**src/sv/wbss_pkg.sv**
```systemverilog
`timescale 1ns / 1ps

package wbss_pkg;

  // signature store capacity
  localparam int MAX_PATTERN = 64;

  // address width of the signature and window stores
  localparam int PAT_AW = (MAX_PATTERN > 1) ? $clog2(MAX_PATTERN) : 1;
  // width of the signature length, which can reach MAX_PATTERN itself
  localparam int LEN_W  = $clog2(MAX_PATTERN + 1);
  localparam int OFS_W  = 32;

  // result payload: hit, start, count, first, found, dropped
  localparam int OUT_BITS = 1 + 3 * OFS_W + 2;
  localparam int OUT_W    = ((OUT_BITS + 7) / 8) * 8;

  // request selector
  typedef enum logic [1:0] {
    OP_CLEAR  = 2'd0,
    OP_APPEND = 2'd1,
    OP_TEXT   = 2'd2
  } op_t;

  typedef enum logic [1:0] {
    ST_IDLE,
    ST_SCAN,
    ST_DRAIN,
    ST_FIN
  } state_t;

  // controller to datapath
  typedef struct packed {
    logic accept;
    logic step;
    logic finish;
  } ctrl_cmd_t;

  // datapath to controller
  typedef struct packed {
    logic text_op;
    logic eligible;
    logic last_step;
    logic out_free;
  } dp_stat_t;

  // circular increment over the store depth
  function automatic logic [PAT_AW-1:0] wrap_inc(input logic [PAT_AW-1:0] a);
    logic [PAT_AW-1:0] res;
    if (a == PAT_AW'(MAX_PATTERN - 1)) begin
      res = '0;
    end else begin
      res = a + 1'b1;
    end
    return res;
  endfunction

endpackage

```
**src/sv/wbss_ram.sv**
```systemverilog
`timescale 1ns / 1ps

module wbss_ram #(
  parameter int WIDTH = 8,
  parameter int DEPTH = 64
) (
  input  logic                                      clk,
  input  logic                                      we,
  input  logic [((DEPTH > 1) ? $clog2(DEPTH) : 1)-1:0] waddr,
  input  logic [WIDTH-1:0]                          wdata,
  input  logic [((DEPTH > 1) ? $clog2(DEPTH) : 1)-1:0] raddr,
  output logic [WIDTH-1:0]                          rdata
);

  logic [WIDTH-1:0] mem [DEPTH];

  // one write port, one registered read port
  always_ff @(posedge clk) begin
    if (we) begin
      mem[waddr] <= wdata;
    end
    rdata <= mem[raddr];
  end

endmodule

```
**src/sv/wbss_ctrl.sv**
```systemverilog
`timescale 1ns / 1ps

module wbss_ctrl
  import wbss_pkg::*;
(
  input  logic       clk,
  input  logic       rst_n,
  input  logic       in_tvalid,
  output logic       in_tready,
  input  dp_stat_t   stat,
  output ctrl_cmd_t  cmd
);

  state_t state_r, state_nxt;

  // state register
  always_ff @(posedge clk) begin
    if (!rst_n) begin
      state_r <= ST_IDLE;
    end else begin
      state_r <= state_nxt;
    end
  end

  // next state and commands
  always_comb begin
    state_nxt  = state_r;
    in_tready  = 1'b0;
    cmd        = '0;
    unique case (state_r)
      ST_IDLE: begin
        in_tready  = stat.out_free;
        cmd.accept = in_tvalid & stat.out_free;
        if (cmd.accept && stat.text_op) begin
          state_nxt = stat.eligible ? ST_SCAN : ST_FIN;
        end
      end
      ST_SCAN: begin
        cmd.step = 1'b1;
        if (stat.last_step) begin
          state_nxt = ST_DRAIN;
        end
      end
      ST_DRAIN: begin
        state_nxt = ST_FIN;
      end
      ST_FIN: begin
        if (stat.out_free) begin
          cmd.finish = 1'b1;
          state_nxt  = ST_IDLE;
        end
      end
      default: begin
        state_nxt = ST_IDLE;
      end
    endcase
  end

endmodule

```
**src/sv/wbss_dp.sv**
```systemverilog
`timescale 1ns / 1ps

module wbss_dp
  import wbss_pkg::*;
(
  input  logic             clk,
  input  logic             rst_n,
  input  logic [7:0]       in_tdata,
  input  logic [2:0]       in_tuser,
  input  logic             in_tlast,
  input  ctrl_cmd_t        cmd,
  output dp_stat_t         stat,
  output logic             out_tvalid,
  input  logic             out_tready,
  output logic [OUT_W-1:0] out_tdata,
  output logic             out_tlast
);

  op_t               op;
  logic [LEN_W-1:0]  pat_len_r, pat_len_nxt;
  logic [PAT_AW-1:0] head_r, head_nxt, head_inc;
  logic [OFS_W-1:0]  ofs_r, ofs_nxt, cnt_r, cnt_nxt, first_r, first_nxt;
  logic              found_r, found_nxt;
  logic [LEN_W-1:0]  k_r, k_nxt;
  logic [PAT_AW-1:0] wa_r, wa_nxt, start_addr;
  logic              rd_v_r, mism_r, mism_nxt, elig_r, elig_nxt, eot_r, eot_nxt;
  logic              out_tvalid_r, out_tvalid_nxt, out_tlast_r;
  logic [OUT_W-1:0]  out_tdata_r;
  logic              out_load, out_free;
  logic [OFS_W-1:0]  ofs_v, cnt_v, first_v, o_start, len_m1;
  logic              found_v, o_hit, o_done, o_drop, hit;
  logic [LEN_W:0]    hx, bx, ax;
  logic [8:0]        pat_rd;
  logic [7:0]        win_rd;
  logic              pat_we, win_we;

  assign op       = op_t'(in_tuser[1:0]);
  assign head_inc = wrap_inc(head_r);
  assign len_m1   = OFS_W'(pat_len_r) - OFS_W'(1);
  assign out_free = !out_tvalid_r || out_tready;

  // window address of the oldest byte the signature covers
  always_comb begin
    hx = (LEN_W + 1)'(head_inc);
    bx = (LEN_W + 1)'(pat_len_r) - (LEN_W + 1)'(1);
    if (hx >= bx) begin
      ax = hx - bx;
    end else begin
      ax = hx + (LEN_W + 1)'(MAX_PATTERN) - bx;
    end
    start_addr = ax[PAT_AW-1:0];
  end

  // status to the controller
  always_comb begin
    stat.text_op   = (op == OP_TEXT);
    stat.eligible  = (pat_len_r != '0) && (ofs_r >= len_m1);
    stat.last_step = (LEN_W'(k_r + 1'b1) == pat_len_r);
    stat.out_free  = out_free;
  end

  assign pat_we = cmd.accept && (op == OP_APPEND) && (pat_len_r < LEN_W'(MAX_PATTERN));
  assign win_we = cmd.accept && (op == OP_TEXT);

  // signature store: wildcard flag over literal byte
  wbss_ram #(
    .WIDTH (9),
    .DEPTH (MAX_PATTERN)
  ) u_pat_ram (
    .clk   (clk),
    .we    (pat_we),
    .waddr (pat_len_r[PAT_AW-1:0]),
    .wdata ({in_tuser[2], in_tdata}),
    .raddr (k_r[PAT_AW-1:0]),
    .rdata (pat_rd)
  );

  // circular window of recent text bytes
  wbss_ram #(
    .WIDTH (8),
    .DEPTH (MAX_PATTERN)
  ) u_win_ram (
    .clk   (clk),
    .we    (win_we),
    .waddr (head_inc),
    .wdata (in_tdata),
    .raddr (wa_r),
    .rdata (win_rd)
  );

  // next state of the scan and result assembly
  always_comb begin
    pat_len_nxt = pat_len_r;
    head_nxt    = head_r;
    k_nxt       = k_r;
    wa_nxt      = wa_r;
    mism_nxt    = mism_r;
    elig_nxt    = elig_r;
    eot_nxt     = eot_r;
    ofs_v       = ofs_r;
    cnt_v       = cnt_r;
    first_v     = first_r;
    found_v     = found_r;
    out_load    = 1'b0;
    o_hit       = 1'b0;
    o_start     = '0;
    o_done      = 1'b0;
    o_drop      = 1'b0;
    hit         = elig_r && !mism_r;

    // compare one entry per cycle as read data comes back
    if (rd_v_r && !pat_rd[8] && (pat_rd[7:0] != win_rd)) begin
      mism_nxt = 1'b1;
    end

    if (cmd.accept) begin
      unique case (op)
        OP_CLEAR: begin
          pat_len_nxt = '0;
          ofs_v       = '0;
          cnt_v       = '0;
          first_v     = '0;
          found_v     = 1'b0;
          out_load    = 1'b1;
        end
        OP_APPEND: begin
          if (pat_len_r < LEN_W'(MAX_PATTERN)) begin
            pat_len_nxt = pat_len_r + 1'b1;
          end else begin
            o_drop = 1'b1;
          end
          out_load = 1'b1;
        end
        OP_TEXT: begin
          head_nxt = head_inc;
          k_nxt    = '0;
          wa_nxt   = start_addr;
          mism_nxt = 1'b0;
          elig_nxt = stat.eligible;
          eot_nxt  = in_tlast;
        end
        default: begin
          out_load = 1'b1;
        end
      endcase
    end

    if (cmd.step) begin
      k_nxt  = k_r + 1'b1;
      wa_nxt = wrap_inc(wa_r);
    end

    // close out a text byte
    if (cmd.finish) begin
      if (hit) begin
        o_hit   = 1'b1;
        o_start = ofs_r - len_m1;
        if (cnt_r != '1) begin
          cnt_v = cnt_r + 1'b1;
        end
        if (!found_r) begin
          found_v = 1'b1;
          first_v = o_start;
        end
      end
      if (ofs_r != '1) begin
        ofs_v = ofs_r + 1'b1;
      end
      o_done   = eot_r;
      out_load = 1'b1;
    end

    // end of text drops the scan counters after reporting them
    if (cmd.finish && eot_r) begin
      ofs_nxt   = '0;
      cnt_nxt   = '0;
      first_nxt = '0;
      found_nxt = 1'b0;
    end else begin
      ofs_nxt   = ofs_v;
      cnt_nxt   = cnt_v;
      first_nxt = first_v;
      found_nxt = found_v;
    end

    if (out_load) begin
      out_tvalid_nxt = 1'b1;
    end else if (out_tready) begin
      out_tvalid_nxt = 1'b0;
    end else begin
      out_tvalid_nxt = out_tvalid_r;
    end
  end

  // control and counter registers
  always_ff @(posedge clk) begin
    if (!rst_n) begin
      pat_len_r    <= '0;
      head_r       <= '0;
      ofs_r        <= '0;
      cnt_r        <= '0;
      first_r      <= '0;
      found_r      <= 1'b0;
      rd_v_r       <= 1'b0;
      out_tvalid_r <= 1'b0;
    end else begin
      pat_len_r    <= pat_len_nxt;
      head_r       <= head_nxt;
      ofs_r        <= ofs_nxt;
      cnt_r        <= cnt_nxt;
      first_r      <= first_nxt;
      found_r      <= found_nxt;
      rd_v_r       <= cmd.step;
      out_tvalid_r <= out_tvalid_nxt;
    end
  end

  // scan working registers and result payload
  always_ff @(posedge clk) begin
    k_r    <= k_nxt;
    wa_r   <= wa_nxt;
    mism_r <= mism_nxt;
    elig_r <= elig_nxt;
    eot_r  <= eot_nxt;
    if (out_load) begin
      out_tdata_r <= {(OUT_W - OUT_BITS)'(0), o_drop, found_v,
                      (found_v ? first_v : OFS_W'(0)), cnt_v, o_start, o_hit};
      out_tlast_r <= o_done;
    end
  end

  assign out_tvalid = out_tvalid_r;
  assign out_tdata  = out_tdata_r;
  assign out_tlast  = out_tlast_r;

endmodule

```
**src/sv/wildcard_byte_signature_scan_core.sv**
```systemverilog
`timescale 1ns / 1ps

// Wildcard byte signature scanner.
// Input stream: in_tuser selects the request (clear, append signature entry,
// text byte) and carries the wildcard flag of an appended entry; in_tdata holds
// the literal or text byte; in_tlast marks the last byte of a text.
// Output stream: one result per request. out_tdata holds the match flag, the
// match start offset, the saturating match count, the first match offset, the
// found flag and the load-dropped flag; out_tlast echoes the end of text.
// Clear and append requests produce their result at the clock edge that takes
// them, one request per cycle while the receiver takes each result. A text
// byte, when the signature has n > 0 entries and at least n bytes of the scan
// have been seen, is taken and then compared entry by entry, since the
// signature store and the byte window each give one read per cycle; the
// compare is then finished and the result registered. Otherwise a text byte
// is taken and its result registered. One request is in flight at a time.
// A result stays in the output register until taken; while the receiver stalls
// no new request is taken. Reset empties the signature and the scan counters.
module wildcard_byte_signature_scan_core
  import wbss_pkg::*;
(
  input  logic             clk,
  input  logic             rst_n,
  input  logic             in_tvalid,
  output logic             in_tready,
  input  logic [7:0]       in_tdata,   // byte_value
  input  logic [2:0]       in_tuser,   // op[1:0], wildcard_req[2]
  input  logic             in_tlast,
  output logic             out_tvalid,
  input  logic             out_tready,
  output logic [OUT_W-1:0] out_tdata,  // match_here, match_start, match_count,
                                       // first_match_res, found_any, load_dropped
  output logic             out_tlast
);

  ctrl_cmd_t cmd;
  dp_stat_t  stat;

  // request sequencing
  wbss_ctrl u_ctrl (
    .clk       (clk),
    .rst_n     (rst_n),
    .in_tvalid (in_tvalid),
    .in_tready (in_tready),
    .stat      (stat),
    .cmd       (cmd)
  );

  // stores, counters and result register
  wbss_dp u_dp (
    .clk        (clk),
    .rst_n      (rst_n),
    .in_tdata   (in_tdata),
    .in_tuser   (in_tuser),
    .in_tlast   (in_tlast),
    .cmd        (cmd),
    .stat       (stat),
    .out_tvalid (out_tvalid),
    .out_tready (out_tready),
    .out_tdata  (out_tdata),
    .out_tlast  (out_tlast)
  );

endmodule

```
**config.mk**
```make
export PLATFORM = sky130hd
export DESIGN_NAME = wildcard_byte_signature_scan_core
export DESIGN_NICKNAME = d
export VERILOG_FILES = /design/src/sv/wbss_pkg.sv /design/src/sv/wbss_ram.sv /design/src/sv/wbss_ctrl.sv /design/src/sv/wbss_dp.sv /design/src/sv/wildcard_byte_signature_scan_core.sv
export SDC_FILE = /design/constraint.sdc
export NUM_CORES = 2
export LEC_CHECK = 0
export BUFFER_PORTS_ARGS = -buffer_cell sky130_fd_sc_hd__buf_2
export CAP_MARGIN = 25
export CORE_ASPECT_RATIO = 0.9
export CORE_MARGIN = 10
export CORE_UTILIZATION = 59
export CTS_BUF_LIST = sky130_fd_sc_hd__clkbuf_8
export CTS_CLUSTER_DIAMETER = 200
export CTS_CLUSTER_SIZE = 28
export DETAILED_ROUTE_END_ITERATION = 6
export MAX_ROUTING_LAYER = met4
export PLACE_DENSITY = 0.79
export SETUP_SLACK_MARGIN = 0.15
export SYNTH_ARGS = -nofsm -noshare
export SYNTH_HDL_FRONTEND = slang
export SYNTH_HIERARCHICAL = 1
export SYNTH_SLANG_ARGS = --single-unit
```
**constraint.sdc**
```tcl
create_clock -name clk -period 4.55 [get_ports clk]
set_input_delay 0.6825 -clock clk [delete_from_list [all_inputs] [get_ports clk]]
set_output_delay 0.6825 -clock clk [all_outputs]
set_load 0.02 [all_outputs]
```
==> run summary <==
Largest area contributor in the netlist = edfxtp_1
Worst Clk Skew = 0.0494 ns
Layout net count = 3471
Finished Core Util = 63.2%
Clock slew at reported path FFs = 0.18 ns
Slew HR = 29.6%
Die X = 342 µm
Placed cell areas = 0.0575 mm²
# rows = 106
Hold Crit Class = in2reg
Final Slew Violations = 0
Worst Setup Start Kind = register
Clock Latency Late Sink = 0.76 ns
Post-route cell area = 0.0586 mm²
Largest net degree at the start of global routing = 99
VDD IR max = 310 µV
# H-tree levels = 2
I/O pin count = 123
Ratio of cells with drive above 1 in the final layout = 19.7%
DP Cell Count = 4585
Root Buffer = clkbuf_8
Worst EP required = 5.05 ns
Vias per std cell = 6.36
GPL Wtd Cong = 0.931
TritonCTS Buffers = 53
Synthesized area = 0.0550 mm²
DR WL/cell = 25.4 µm
Post-synth top area share = 65.7%
# fillers = 6339
CP Capture Type = register
Die H = 310 µm
Global Route Usage Sum = 22.9%
Fin crit period = 4.13 ns
Routed Wire Length = 119 mm
F_max = 242 MHz
Synth Warn # = 6
Post-synth EDFFs = 1203
Tcrit/Tclk final = 90.7%
Arrival @ worst endpoint = 4.63 ns
Die Area = 0.106 mm²
Asr flop ratio synth = 0%
Category of the most critical setup path = reg2reg
Worst-margin pin slew = 1.03 ns
Leak pwr = 19.3 nW
Seq/Total Area, Yosys = 70.5%
Grt total ovfl = 0
Syn Inst Count = 3226
ANT nets after route = 0
Predominant post-synthesis flop cell = edfxtp_1
DR iter-0 viols = 3724
Synth area leaders = edfxtp_1 (66%), mux4_2 (11%), dfxtp_1 (4.8%)
Core ar. = 0.0927 mm²
Status = completed
Vias in the first global route = 29100
Yosys reg bits = 1335
Clock tree buffer depth = 3
Worst setup margin = 0.421 ns
DR pass1 iterations = 5
Final Setup Violations = 0
Non-filler instance count after layout = 4694
Number of remaining DRC errors = 0
Via count = 29800
Placement Setup Slack = 0.286 ns
Initial Utilization = 59.3%
CTS tree = built
Max-cap violations = 0
Unrepaired setup endpoints after global routing = yes
Cell Pwr Density = 432 mW/mm²
CTS sink cnt = 1335
Hpwl dp = 76.2 mm
Port Buffers = 117
CTS Hold Buffers Added = 0
Area growth syn-to-layout = 6.64%
Syn_area_per_cell = 17.0 µm²
Max FO, Critical Path = 13
Netlist cell types = 100
Final hold violation count = 0
Antenna violations before repair = 2
First-pass GRT wire length = 181 mm
Setup TNS = 0 ns
-- synthesized netlist by cell type (all sizes together) (33+ instances only) --
cell,n
nor2,274
ha,47
nand4,42
mux2i,51
xor2,47
xnor2,48
dfxtp,132
inv,33
edfxtp,1203
nor2b,40
nand3,82
buf,87
clkbuf,80
nand2,169
mux4,277
o21ai,93
a21oi,72
and2,70
-- flip-flops by register name (all words and copies together), names as in the netlist, 8 cells and up --
signal and count:
u_dp/u_pat_ram/mem 576, u_dp/u_win_ram/mem 512, u_dp/u_win_ram/rdata 8, u_dp/first_r 32, u_dp/u_pat_ram/rdata 9, u_dp/ofs_r 32, u_dp/out_tdata 99, u_dp/cnt_r 32
-- critical path, cell delays in order, from the launching register on --
cell and delay [ns]:
dfxtp_1 0.35, or4_4 0.55, nor2_2 0.19, nand3_4 0.21, ha_1 0.42, a21o_1 0.22, a311o_1 0.39, a21o_2 0.24
o21bai_4 0.21, a311oi_4 0.45, buf_4 0.19, o21ai_2 0.05, xor2_1 0.18, a22o_1 0.20
-- placed cells by master, fill, tap and decap left out, types with 62 or more instances in the layout --
cell,synthesis,layout
a21oi_1,71,70
and2_1,61,62
edfxtp_1,1203,1203
nor2_1,273,272
nand2_1,169,169
nand3_1,81,80
o21ai_0,81,80
mux4_2,269,269
buf_2,29,109
dfxtp_1,132,132
buf_4,30,166
inv_1,32,74
-- stage by stage --
step	hold slack (ns)	total power, mW
after floorplan	0.425	19.1
after global placement	0.435	21.0
after detailed placement	0.447	21.1
after CTS	0.0848	25.4
after global routing	0.101	26.3
final	0.130	25.3
-- repair_timing --
action	in CTS	in global routing
endpoints found under the hold margin	0	0
gates resized for setup	0	4
setup endpoints to repair	0	10
setup buffers	0	2
-- kinds of logic (layout without fill, tap and decap cells) --
group	Yosys count	count (layout)	synth area share, %
AO/OA/AOI/OAI	388	388	4.86
XOR/XNOR	95	95	1.53
adder cells (fa/ha/maj)	52	52	1.20
buffers and inverters	203	423	2.09
flip-flops	1335	1335	70.5
multiplexers	347	347	12.7
other	1	7	0.00682
AND/OR/NAND/NOR	805	805	7.07
-- final timing paths --
kind                                   startpoint            endpoint  slack, ns  cells after the start
worst max-delay path            u_dp/pat_len_r[3]  u_dp/out_tdata[85]       0.42                     13
worst min-delay path                     in_tlast          u_dp/eot_r       0.13                      1
worst max register to register  u_dp/pat_len_r[3]  u_dp/out_tdata[85]       0.42                     13
worst min register to register   u_dp/first_r[27]    u_dp/first_r[27]       0.47                      2
-- where the power goes --
group	leakage [nW]	internal, mW	total, mW	switching [mW]
logic	6.68	2.80	6.70	3.90
clock network	0.628	1.14	4.48	3.34
registers	12.0	13.8	14.1	0.290
total	19.3	17.8	25.3	7.53
-- final cells by class --
cell class              instances  area [µm²]  share of cell area (%)
flip-flops and latches       1335       38800                    66.1
multi-input cells            1692       15100                    25.7
repair buffers                291        2150                    3.67
well taps                    1242        1550                    2.65
clock buffers                  54         743                    1.27
clock inverters                45         181                   0.310
inverters                      33         125                   0.213
diodes                          2        5.00                 0.00854
-- layer usage --
metal	vias up	routed length (µm)	part of all wire, %	global-route usage, %
li1	13000	-	-	-
met1	15300	49300	41	32.7
met2	1394	56100	47	35.0
met3	175	11200	9.4	3.74
met4	0	2650	2.2	4.91
met5	-	0	0	-
(Power assumes the default switching activity.)
